==> config.mk <==
export PLATFORM = sky130hd
export DESIGN_NAME = voice_segment_tracker
export DESIGN_NICKNAME = d
export VERILOG_FILES = /design/src/rtl/vst_pkg.sv /design/src/rtl/voice_segment_tracker.sv /design/src/rtl/vst_div.sv /design/src/rtl/vst_ctrl.sv /design/src/rtl/vst_dp.sv
export SDC_FILE = /design/constraint.sdc
export NUM_CORES = 1
export LEC_CHECK = 0
export BUFFER_PORTS_ARGS = -buffer_cell sky130_fd_sc_hd__buf_2
export CORE_MARGIN = 5
export CORE_UTILIZATION = 25
export CTS_CLUSTER_SIZE = 30
export DETAILED_ROUTE_END_ITERATION = 8
export PLACE_DENSITY = 0.47
export SYNTH_ARGS = -nofsm -noshare
export SYNTH_HDL_FRONTEND = slang
export SYNTH_SLANG_ARGS = --single-unit
==> constraint.sdc <==
create_clock -name clk_i -period 6.2 [get_ports clk_i]
set_input_delay 1.24 -clock clk_i [delete_from_list [all_inputs] [get_ports clk_i]]
set_output_delay 1.24 -clock clk_i [all_outputs]
set_load 0.05 [all_outputs]
==> src/rtl/vst_pkg.sv <==
// Shared types and constants for the voice segment tracker.
`default_nettype none

package vst_pkg;

  localparam int unsigned DIV_W     = 32;
  localparam int unsigned LEVEL_W   = 10;
  localparam int unsigned PROD_W    = 26;
  localparam int unsigned CFG_IDX_W = 2;
  localparam int unsigned CFG_W     = 16;

  // The full scale 32767 is 2^SCALE_SH - 1.
  localparam int unsigned SCALE_SH  = 15;

  localparam logic [PROD_W-1:0] LEVEL_SCALE = PROD_W'(1000);
  localparam logic [15:0]       DUR_MAX     = 16'hFFFF;
  localparam logic [7:0]        BURST_MAX   = 8'hFF;

  localparam logic [CFG_IDX_W-1:0] CFG_BURST_GAP = CFG_IDX_W'(0);
  localparam logic [CFG_IDX_W-1:0] CFG_ACT_INT   = CFG_IDX_W'(1);

  typedef enum logic [1:0] {
    EV_START = 2'd0,
    EV_END   = 2'd1,
    EV_ACT   = 2'd2
  } event_kind_e;

  typedef enum logic [1:0] {
    DIV_MEAN,
    DIV_AVG
  } div_sel_e;

  typedef enum logic [3:0] {
    ST_IDLE,
    ST_MEAN_GO,
    ST_MEAN_WAIT,
    ST_LEVEL,
    ST_DECIDE,
    ST_AVG_GO,
    ST_AVG_WAIT,
    ST_END
  } state_e;

  // Commands from the controller to the datapath.
  typedef struct packed {
    logic     acc;
    logic     clr_frame;
    logic     div_start;
    div_sel_e div_sel;
    logic     cap_prod;
    logic     cap_level;
    logic     decide;
    logic     end_seg;
  } cmd_t;

  // Status from the datapath to the controller.
  typedef struct packed {
    logic div_done;
    logic div_busy;
    logic is_end;
    logic out_free;
    logic in_seg;
  } sts_t;

endpackage

`default_nettype wire

==> src/rtl/voice_segment_tracker.sv <==
// Top level of the voice segment tracker: controller, datapath and checks.
`default_nettype none

// Samples stream in on the slave side; a sample without tlast is taken and the
// block stays ready for the next one. A sample with tlast closes the frame: the
// mean goes through a shared 32-step divider and is then scaled to the level by
// a multiply and a reciprocal step, and no new sample is taken until the frame
// is decided; when a segment ends, its average level is divided out as well.
// Events leave through a one-entry result register on the master side; a frame
// end only waits on that register while an earlier event is still untaken. No
// clearing pass follows reset.
module voice_segment_tracker #(
  parameter int unsigned MAX_FRAME_SAMPLES = 1024
) (
  input  wire logic                          clk_i,
  input  wire logic                          rst_ni,
  input  wire logic                          s_axis_tvalid_i,
  output logic                               s_axis_tready_o,
  input  wire logic [47:0]                   s_axis_tdata_i,  // sample[15:0], now_ms[47:16]
  input  wire logic                          s_axis_tlast_i,  // frame_last
  input  wire logic                          s_axis_tuser_i,  // vad_active
  output logic                               m_axis_tvalid_o,
  input  wire logic                          m_axis_tready_i,
  // level_value[9:0], duration_ms[25:10], peak_level[35:26], burst_count[43:36]
  output logic [47:0]                        m_axis_tdata_o,
  output logic [1:0]                         m_axis_tuser_o,  // event_kind
  input  wire logic                          cfg_valid_i,
  output logic                               cfg_ready_o,
  input  wire logic [vst_pkg::CFG_IDX_W-1:0] cfg_index_i,
  input  wire logic [vst_pkg::CFG_W-1:0]     cfg_data_i
);
  import vst_pkg::*;

  cmd_t cmd;
  sts_t sts;

  assign cfg_ready_o = 1'b1;

  vst_ctrl u_ctrl (
    .clk_i      (clk_i),
    .rst_ni     (rst_ni),
    .in_valid_i (s_axis_tvalid_i),
    .in_last_i  (s_axis_tlast_i),
    .in_ready_o (s_axis_tready_o),
    .sts_i      (sts),
    .cmd_o      (cmd)
  );

  vst_dp #(
    .MAX_FRAME_SAMPLES (MAX_FRAME_SAMPLES)
  ) u_dp (
    .clk_i       (clk_i),
    .rst_ni      (rst_ni),
    .cmd_i       (cmd),
    .sts_o       (sts),
    .in_data_i   (s_axis_tdata_i),
    .in_vad_i    (s_axis_tuser_i),
    .cfg_valid_i (cfg_valid_i),
    .cfg_index_i (cfg_index_i),
    .cfg_data_i  (cfg_data_i),
    .out_ready_i (m_axis_tready_i),
    .out_valid_o (m_axis_tvalid_o),
    .out_data_o  (m_axis_tdata_o),
    .out_kind_o  (m_axis_tuser_o)
  );

  // A pending event is never overwritten by a new one.
  a_no_overwrite: assert property (@(posedge clk_i) disable iff (!rst_ni)
    (cmd.decide || cmd.end_seg) |-> sts.out_free)
    else $error("result register overwritten while an event is pending");

  // While an end event is shown, the segment is closed.
  a_end_closes: assert property (@(posedge clk_i) disable iff (!rst_ni)
    (m_axis_tvalid_o && (m_axis_tuser_o == EV_END)) |-> !sts.in_seg)
    else $error("end event shown while a segment is still open");

  // Levels never exceed full scale.
  a_level_range: assert property (@(posedge clk_i) disable iff (!rst_ni)
    m_axis_tvalid_o |-> (m_axis_tdata_o[9:0] <= 10'd1000))
    else $error("level above full scale");

  // New samples are only taken while the divider is idle.
  a_idle_when_ready: assert property (@(posedge clk_i) disable iff (!rst_ni)
    s_axis_tready_o |-> !sts.div_busy)
    else $error("input ready while a division is running");

endmodule

`default_nettype wire

==> src/rtl/vst_div.sv <==
// Shared restoring divider, one quotient bit per cycle.
`default_nettype none

module vst_div (
  input  wire logic                      clk_i,
  input  wire logic                      rst_ni,
  input  wire logic                      start_i,
  input  wire logic [vst_pkg::DIV_W-1:0] dividend_i,
  input  wire logic [vst_pkg::DIV_W-1:0] divisor_i,
  output logic                           busy_o,
  output logic                           done_o,
  output logic [vst_pkg::DIV_W-1:0]      quotient_o
);
  import vst_pkg::*;

  localparam int unsigned CNT_W = $clog2(DIV_W);

  logic             busy_q, busy_d;
  logic             done_q, done_d;
  logic [CNT_W-1:0] cnt_q, cnt_d;
  logic [DIV_W:0]   rem_q, rem_d;
  logic [DIV_W-1:0] quo_q, quo_d;
  logic [DIV_W-1:0] dsr_q, dsr_d;
  logic [DIV_W:0]   rem_sh;
  logic             ge;

  assign rem_sh = {rem_q[DIV_W-1:0], quo_q[DIV_W-1]};
  assign ge     = rem_sh >= {1'b0, dsr_q};

  always_comb begin
    busy_d = busy_q;
    done_d = 1'b0;
    cnt_d  = cnt_q;
    rem_d  = rem_q;
    quo_d  = quo_q;
    dsr_d  = dsr_q;
    if (start_i) begin
      busy_d = 1'b1;
      cnt_d  = '0;
      rem_d  = '0;
      quo_d  = dividend_i;
      dsr_d  = divisor_i;
    end else if (busy_q) begin
      rem_d = ge ? (rem_sh - {1'b0, dsr_q}) : rem_sh;
      quo_d = {quo_q[DIV_W-2:0], ge};
      cnt_d = cnt_q + CNT_W'(1);
      if (cnt_q == CNT_W'(DIV_W - 1)) begin
        busy_d = 1'b0;
        done_d = 1'b1;
      end
    end
  end

  always_ff @(posedge clk_i or negedge rst_ni) begin
    if (!rst_ni) begin
      busy_q <= 1'b0;
      done_q <= 1'b0;
      cnt_q  <= '0;
    end else begin
      busy_q <= busy_d;
      done_q <= done_d;
      cnt_q  <= cnt_d;
    end
  end

  always_ff @(posedge clk_i) begin
    rem_q <= rem_d;
    quo_q <= quo_d;
    dsr_q <= dsr_d;
  end

  assign busy_o     = busy_q;
  assign done_o     = done_q;
  assign quotient_o = quo_q;

endmodule

`default_nettype wire

==> src/rtl/vst_ctrl.sv <==
// Sequencing state machine for the voice segment tracker.
`default_nettype none

module vst_ctrl (
  input  wire logic          clk_i,
  input  wire logic          rst_ni,
  input  wire logic          in_valid_i,
  input  wire logic          in_last_i,
  output logic               in_ready_o,
  input  wire vst_pkg::sts_t sts_i,
  output vst_pkg::cmd_t      cmd_o
);
  import vst_pkg::*;

  state_e state_q, state_d;

  always_ff @(posedge clk_i or negedge rst_ni) begin
    if (!rst_ni) begin
      state_q <= ST_IDLE;
    end else begin
      state_q <= state_d;
    end
  end

  always_comb begin
    state_d    = state_q;
    cmd_o      = '0;
    cmd_o.div_sel = DIV_MEAN;
    in_ready_o = 1'b0;
    unique case (state_q)
      ST_IDLE: begin
        in_ready_o = 1'b1;
        if (in_valid_i) begin
          cmd_o.acc = 1'b1;
          if (in_last_i) begin
            state_d = ST_MEAN_GO;
          end
        end
      end
      ST_MEAN_GO: begin
        // The divider takes the sum now, so the frame accumulators may clear.
        cmd_o.div_start = 1'b1;
        cmd_o.div_sel   = DIV_MEAN;
        cmd_o.clr_frame = 1'b1;
        state_d         = ST_MEAN_WAIT;
      end
      ST_MEAN_WAIT: begin
        if (sts_i.div_done) begin
          cmd_o.cap_prod = 1'b1;
          state_d        = ST_LEVEL;
        end
      end
      ST_LEVEL: begin
        cmd_o.cap_level = 1'b1;
        state_d         = ST_DECIDE;
      end
      ST_DECIDE: begin
        if (sts_i.is_end) begin
          state_d = ST_AVG_GO;
        end else if (sts_i.out_free) begin
          cmd_o.decide = 1'b1;
          state_d      = ST_IDLE;
        end
      end
      ST_AVG_GO: begin
        cmd_o.div_start = 1'b1;
        cmd_o.div_sel   = DIV_AVG;
        state_d         = ST_AVG_WAIT;
      end
      ST_AVG_WAIT: begin
        if (sts_i.div_done) begin
          state_d = ST_END;
        end
      end
      ST_END: begin
        if (sts_i.out_free) begin
          cmd_o.end_seg = 1'b1;
          state_d       = ST_IDLE;
        end
      end
      default: begin
        state_d = ST_IDLE;
      end
    endcase
  end

endmodule

`default_nettype wire

==> src/rtl/vst_dp.sv <==
// Datapath: frame accumulation, level arithmetic, segment state and result register.
`default_nettype none

module vst_dp #(
  parameter int unsigned MAX_FRAME_SAMPLES = 1024
) (
  input  wire logic                          clk_i,
  input  wire logic                          rst_ni,
  input  wire vst_pkg::cmd_t                 cmd_i,
  output vst_pkg::sts_t                      sts_o,
  input  wire logic [47:0]                   in_data_i,
  input  wire logic                          in_vad_i,
  input  wire logic                          cfg_valid_i,
  input  wire logic [vst_pkg::CFG_IDX_W-1:0] cfg_index_i,
  input  wire logic [vst_pkg::CFG_W-1:0]     cfg_data_i,
  input  wire logic                          out_ready_i,
  output logic                               out_valid_o,
  output logic [47:0]                        out_data_o,
  output logic [1:0]                         out_kind_o
);
  import vst_pkg::*;

  localparam int unsigned SUM_W = $clog2(MAX_FRAME_SAMPLES * 32768 + 1);
  localparam int unsigned CNT_W = $clog2(MAX_FRAME_SAMPLES + 1);

  // Configuration registers.
  logic [CFG_W-1:0] gap_q, int_q;

  always_ff @(posedge clk_i or negedge rst_ni) begin
    if (!rst_ni) begin
      gap_q <= CFG_W'(1500);
      int_q <= CFG_W'(250);
    end else if (cfg_valid_i) begin
      unique case (cfg_index_i)
        CFG_BURST_GAP: gap_q <= cfg_data_i;
        CFG_ACT_INT:   int_q <= cfg_data_i;
        default: ;
      endcase
    end
  end

  // Frame accumulation.
  logic signed [15:0] sample;
  logic [15:0]        mag;
  logic [SUM_W-1:0]   sum_q;
  logic [CNT_W-1:0]   cnt_q;
  logic               vad_q;
  logic [31:0]        now_q;

  assign sample = in_data_i[15:0];
  assign mag    = sample[15] ? (16'd0 - sample) : sample;

  always_ff @(posedge clk_i or negedge rst_ni) begin
    if (!rst_ni) begin
      sum_q <= '0;
      cnt_q <= '0;
    end else if (cmd_i.clr_frame) begin
      sum_q <= '0;
      cnt_q <= '0;
    end else if (cmd_i.acc && (cnt_q < CNT_W'(MAX_FRAME_SAMPLES))) begin
      sum_q <= sum_q + SUM_W'(mag);
      cnt_q <= cnt_q + CNT_W'(1);
    end
  end

  always_ff @(posedge clk_i) begin
    if (cmd_i.acc) begin
      vad_q <= in_vad_i;
      now_q <= in_data_i[47:16];
    end
  end

  // Shared divider and its operand selection.
  logic [DIV_W-1:0]   dvd, dsr, quo;
  logic               div_busy, div_done;
  logic [PROD_W-1:0]  prod_q;
  logic [PROD_W:0]    lvl_sum;
  logic [LEVEL_W-1:0] level_q;
  logic [31:0]        total_q, frames_q;

  always_comb begin
    case (cmd_i.div_sel)
      DIV_AVG: begin
        dvd = total_q;
        dsr = frames_q;
      end
      default: begin
        dvd = DIV_W'(sum_q);
        dsr = DIV_W'(cnt_q);
      end
    endcase
  end

  vst_div u_div (
    .clk_i      (clk_i),
    .rst_ni     (rst_ni),
    .start_i    (cmd_i.div_start),
    .dividend_i (dvd),
    .divisor_i  (dsr),
    .busy_o     (div_busy),
    .done_o     (div_done),
    .quotient_o (quo)
  );

  // Division by 2^15 - 1: for products below 2^30 - 1, (x + (x >> 15) + 1) >> 15
  // is the exact quotient.
  assign lvl_sum = {1'b0, prod_q} + (PROD_W+1)'(prod_q >> SCALE_SH) + (PROD_W+1)'(1);

  always_ff @(posedge clk_i) begin
    if (cmd_i.cap_prod) begin
      prod_q <= PROD_W'(quo[15:0]) * LEVEL_SCALE;
    end
    if (cmd_i.cap_level) begin
      level_q <= lvl_sum[SCALE_SH +: LEVEL_W];
    end
  end

  // Segment tracking.
  logic               in_seg_q;
  logic [31:0]        seg_start_q, last_end_q, last_act_q;
  logic [7:0]         bursts_q;
  logic [LEVEL_W-1:0] max_q;
  logic [31:0]        gap_diff, act_diff, dur_diff;
  logic [32:0]        tot_sum;
  logic               burst_cont, act_hit, tot_fits, is_start, is_cont;
  logic [15:0]        dur_sat;
  logic [LEVEL_W-1:0] avg;

  assign gap_diff   = now_q - last_end_q;
  assign act_diff   = now_q - last_act_q;
  assign dur_diff   = now_q - seg_start_q;
  assign burst_cont = (last_end_q != '0) && (gap_diff <= {16'd0, gap_q});
  assign act_hit    = act_diff >= {16'd0, int_q};
  assign tot_sum    = {1'b0, total_q} + 33'(level_q);
  assign tot_fits   = !tot_sum[32] && (frames_q != '1);
  assign is_start   = vad_q && !in_seg_q;
  assign is_cont    = vad_q && in_seg_q;
  assign dur_sat    = (dur_diff[31:16] != '0) ? DUR_MAX : dur_diff[15:0];
  assign avg        = (frames_q == '0) ? '0 : quo[LEVEL_W-1:0];

  always_ff @(posedge clk_i or negedge rst_ni) begin
    if (!rst_ni) begin
      in_seg_q    <= 1'b0;
      seg_start_q <= '0;
      last_end_q  <= '0;
      last_act_q  <= '0;
      bursts_q    <= '0;
      total_q     <= '0;
      frames_q    <= '0;
      max_q       <= '0;
    end else if (cmd_i.end_seg) begin
      in_seg_q   <= 1'b0;
      last_end_q <= now_q;
    end else if (cmd_i.decide) begin
      if (is_start) begin
        in_seg_q    <= 1'b1;
        seg_start_q <= now_q;
        last_act_q  <= now_q;
        total_q     <= 32'(level_q);
        frames_q    <= 32'd1;
        max_q       <= level_q;
        if (!burst_cont) begin
          bursts_q <= 8'd1;
        end else if (bursts_q != BURST_MAX) begin
          bursts_q <= bursts_q + 8'd1;
        end
      end else if (is_cont) begin
        if (tot_fits) begin
          total_q  <= tot_sum[31:0];
          frames_q <= frames_q + 32'd1;
        end
        if (level_q > max_q) begin
          max_q <= level_q;
        end
        if (act_hit) begin
          last_act_q <= now_q;
        end
      end
    end
  end

  // Result register; it takes a new result as soon as the old one is transferred.
  logic        out_valid_q;
  logic [47:0] out_data_q;
  logic [1:0]  out_kind_q;
  logic        out_free, load_start, load_act;

  assign out_free   = !out_valid_q || out_ready_i;
  assign load_start = cmd_i.decide && is_start;
  assign load_act   = cmd_i.decide && is_cont && act_hit;

  always_ff @(posedge clk_i or negedge rst_ni) begin
    if (!rst_ni) begin
      out_valid_q <= 1'b0;
    end else if (load_start || load_act || cmd_i.end_seg) begin
      out_valid_q <= 1'b1;
    end else if (out_ready_i) begin
      out_valid_q <= 1'b0;
    end
  end

  always_ff @(posedge clk_i) begin
    if (cmd_i.end_seg) begin
      out_kind_q <= EV_END;
      out_data_q <= {4'd0, bursts_q, max_q, dur_sat, avg};
    end else if (load_start || load_act) begin
      out_kind_q <= load_start ? EV_START : EV_ACT;
      out_data_q <= {4'd0, 8'd0, {LEVEL_W{1'b0}}, 16'd0, level_q};
    end
  end

  assign out_valid_o = out_valid_q;
  assign out_data_o  = out_data_q;
  assign out_kind_o  = out_kind_q;

  assign sts_o.div_done = div_done;
  assign sts_o.div_busy = div_busy;
  assign sts_o.is_end   = !vad_q && in_seg_q;
  assign sts_o.out_free = out_free;
  assign sts_o.in_seg   = in_seg_q;

endmodule

`default_nettype wire

==> out/metrics.cfg <==
[pwr]
total_power_mw=22.4
p_per_area_nw_per_um2=627
leakage_nw=15.3
ir_drop_v=0.00162

[critical_path]
r2r_slack_ns=0.50
endpoint_kind=register
startpoint_type=register
worstSetupPathType=register to register
cpPeakStageDelay_ns=0.49
arrival_ns=5.98
crit_top_cell=o2111ai_1
slowest_stage=edfxtp_1
r2r_end=u_dp.out_data_o[26]
critical_path_required_ns=6.48
crit_chain=inv_1 > fa_1 > and2b_1 > o2111ai_1 > and4b_4 > o31ai_2 > a21oi_1 > o21bai_1 > xor2_1 > ha_1 > o21ai_0 > nor2_1 > a2111oi_0 > nand4_1 > nor3_1 > mux2i_1 > a2111o_1 > nor4_2 > o2111ai_1 > o21a_2 > or2_2 > buf_4
crit_family=compound AO/OA/AOI/OAI gates
rr_startpoint=u_dp.now_q[1]
path_max_fanout=44
critical_path_buf_inv_count=2
r2r_cells=22

[sta]
max_freq_mhz=175
hold_viol=0
period_share=0.919
slew_headroom=0.288
finalCriticalPeriod_ns=5.70
setup_viol=0
worst_pin_slew_ns=1.07
rsz0062_at_grt=false
skew_ns=0.0233
maxSlewViolCount=0
finalSetupTns_ns=0

[route]
firstDrtPassIters=5
wl_per_cell_um=17.5
wl_um=89700
wl_met3_um=3970
top_layer_used=met5
num_vias=23900
dr_wl_met2_um=39900
vias_per_cell=4.68
route.detailed.drc=0
wl_met1_um=43500
drtIter0Drc=1412
ant_nets=0

[synthesis]
synth.distinct_cells=83
yosys.area.top_type=dfrtp_1
synth_cells=3328
yosys_warnings=0
synth_seq_cells=468
synth_area_leaders=dfrtp_1, edfxtp_1, ha_1
yosysMostFrequentCell=inv_1
synthTopCellsByCount=inv_1, nand2_1, o21ai_0
synth-edff-count=174
syn_area_um2=31500
avgSynthCellArea_um2=9.46
yosys_most_used_dff=dfrtp_1
synth_top_area_share=0.196
ys_async_sr_fraction=0.556
yosysSeqAreaShare=0.395

[final_layout]
final_util=0.285
synthToLayoutAreaGrowth_pct=13.5
layout.cells.non_filler=5118
layout-drive-gt1-share=0.104
final_nets=3814

[die]
die_h_um=365
io_pins=126
die_area_um2=133000
start_util=0.251
die_w_um=365
core_um2=125000
rows=130

[placed_design]
io_buffer_count=120
place_inst=5012
place_hpwl_um=67700
gp_congestion=0.854

[clock_network]
h-tree-depth=2
numCtsBuffers=56
cts.sinks=468
clk_latency_ns=0.62
cts_max_path_buffers=3
clock_tree.root_cell=clkbuf_16
clk_pin_slew_worst_paths_ns=0.06
cts_tree=built
post-cts-setup-buffer-count=0

[worst_hold_path]
hold_depth=2
holdPathEnd=u_dp.u_div.rem_q[2]
hp-class=register to register
hold_start=u_dp.u_div.rem_q[2]

[global_routing]
grt_remaining_overflow=0
grt_pass1_vias=23800
antenna_found_initial=5
grt_first_pass_wirelength_um=140000
grt_util_all_layers=0.133
grt_max_degree=112

[job]
drv_cap=0

[run_status]
status=finished, final reports clean

cell usage in the layout, fill, tap and decap left out, types with 34 or more instances in the layout:
| cell | n |
|---|---|
| o21ai_0 | 264 |
| and3_1 | 40 |
| nor2_1 | 195 |
| clkbuf_16 | 58 |
| mux2_2 | 44 |
| nand4_1 | 56 |
| mux2i_1 | 61 |
| a21o_1 | 64 |
| xnor2_1 | 95 |
| and2_1 | 46 |
| nor3_1 | 49 |
| ha_1 | 261 |
| buf_2 | 119 |
| a21oi_1 | 217 |
| dfxtp_1 | 34 |
| nand3_1 | 102 |
| fa_1 | 60 |
| xor2_1 | 91 |
| nand2_1 | 297 |
| dfrtp_1 | 246 |
| inv_1 | 329 |
| edfxtp_1 | 174 |
cell families (layout without fill, tap and decap cells):
group,Yosys count,count (layout),synth area share
buffers and inverters,452,586,0.0558
AOI/OAI and AO/OA,800,800,0.156
DFF,468,468,0.395
muxes,131,131,0.0475
other,2,8,0.000239
and+or+nand+nor,968,968,0.151
adders and majority gates,321,321,0.142
xor gates and xnor gates,186,186,0.0518
flip-flops by register name (all words and copies together) (netlist names), 2 cells and up:
| signal | flops |
|---|---|
| u_dp.prod_q | 23 |
| u_dp.level_q | 10 |
| u_dp.sum_q | 26 |
| u_dp.u_div.rem_q | 32 |
| u_dp.max_q | 10 |
| u_dp.u_div.cnt_q | 5 |
| u_dp.out_kind_o | 2 |
| u_dp.seg_start_q | 32 |
| u_dp.u_div.dsr_q | 32 |
| u_dp.gap_q | 16 |
| u_dp.out_data_o | 44 |
| u_dp.frames_q | 32 |
| u_dp.last_act_q | 32 |
| u_dp.cnt_q | 11 |
| u_dp.bursts_q | 8 |
| u_dp.total_q | 32 |
| u_dp.now_q | 32 |
| u_ctrl.state_q | 4 |
| u_dp.u_div.quotient_o | 32 |
| u_dp.int_q | 16 |
| u_dp.last_end_q | 32 |
timing repair:
item,in CTS,in global routing
endpoints found under the setup margin,0,76
hold buffers,0,0
gates resized for setup,0,1
routing by layer:
metal,track usage,vias to the layer above
met5,0,-
met4,0.0326,6
met3,0.0238,109
met2,0.213,386
met1,0.186,11500
li1,-,12000
power by group:
group | switching [mW] | internal [mW] | total [mW]
Sequential | 0.442 | 4.47 | 4.91
Clock | 1.37 | 1.84 | 3.21
Combinational | 7.94 | 6.36 | 14.3
worst max-delay path by stage:
stage	depth (start not counted)	startpoint	endpoint	slack, ns
after floorplan	24	u_dp.now_q[0]	u_dp.out_data_o[0]	0.70
after global placement	22	u_dp.now_q[1]	u_dp.out_data_o[27]	0.37
after detailed placement	22	u_dp.now_q[1]	u_dp.out_data_o[1]	0.33
after CTS	22	u_dp.now_q[1]	u_dp.out_data_o[41]	0.32
after global routing	22	u_dp.now_q[1]	u_dp.out_data_o[42]	0.05
final	22	u_dp.now_q[1]	u_dp.out_data_o[26]	0.50
worst min-delay path, stage by stage (launching register included):
cell     delay, ns
dfxtp_1       0.32
nand2_1       0.05
o21ai_0       0.06
metrics by stage:
stage	area (um2)	worst slack [ns]	hold slack (ns)
after global placement	34000	0.373	0.465
final	35700	0.500	0.486
after detailed placement	34000	0.333	0.476
after floorplan	31500	0.696	0.448
after global routing	35700	0.0544	0.504
after CTS	35700	0.318	0.489
final cells by class:
cell class | count | area [um2]
diodes | 2 | 5.00
fillers | 13200 | 89700
multi-input cells | 2412 | 17400
repair buffers | 152 | 863
well taps | 1650 | 2060
clock inverters | 31 | 221
inverters | 330 | 1240
clock buffers | 73 | 1550
flip-flops and latches | 468 | 12400
Power figures use the tool's default switching activity.
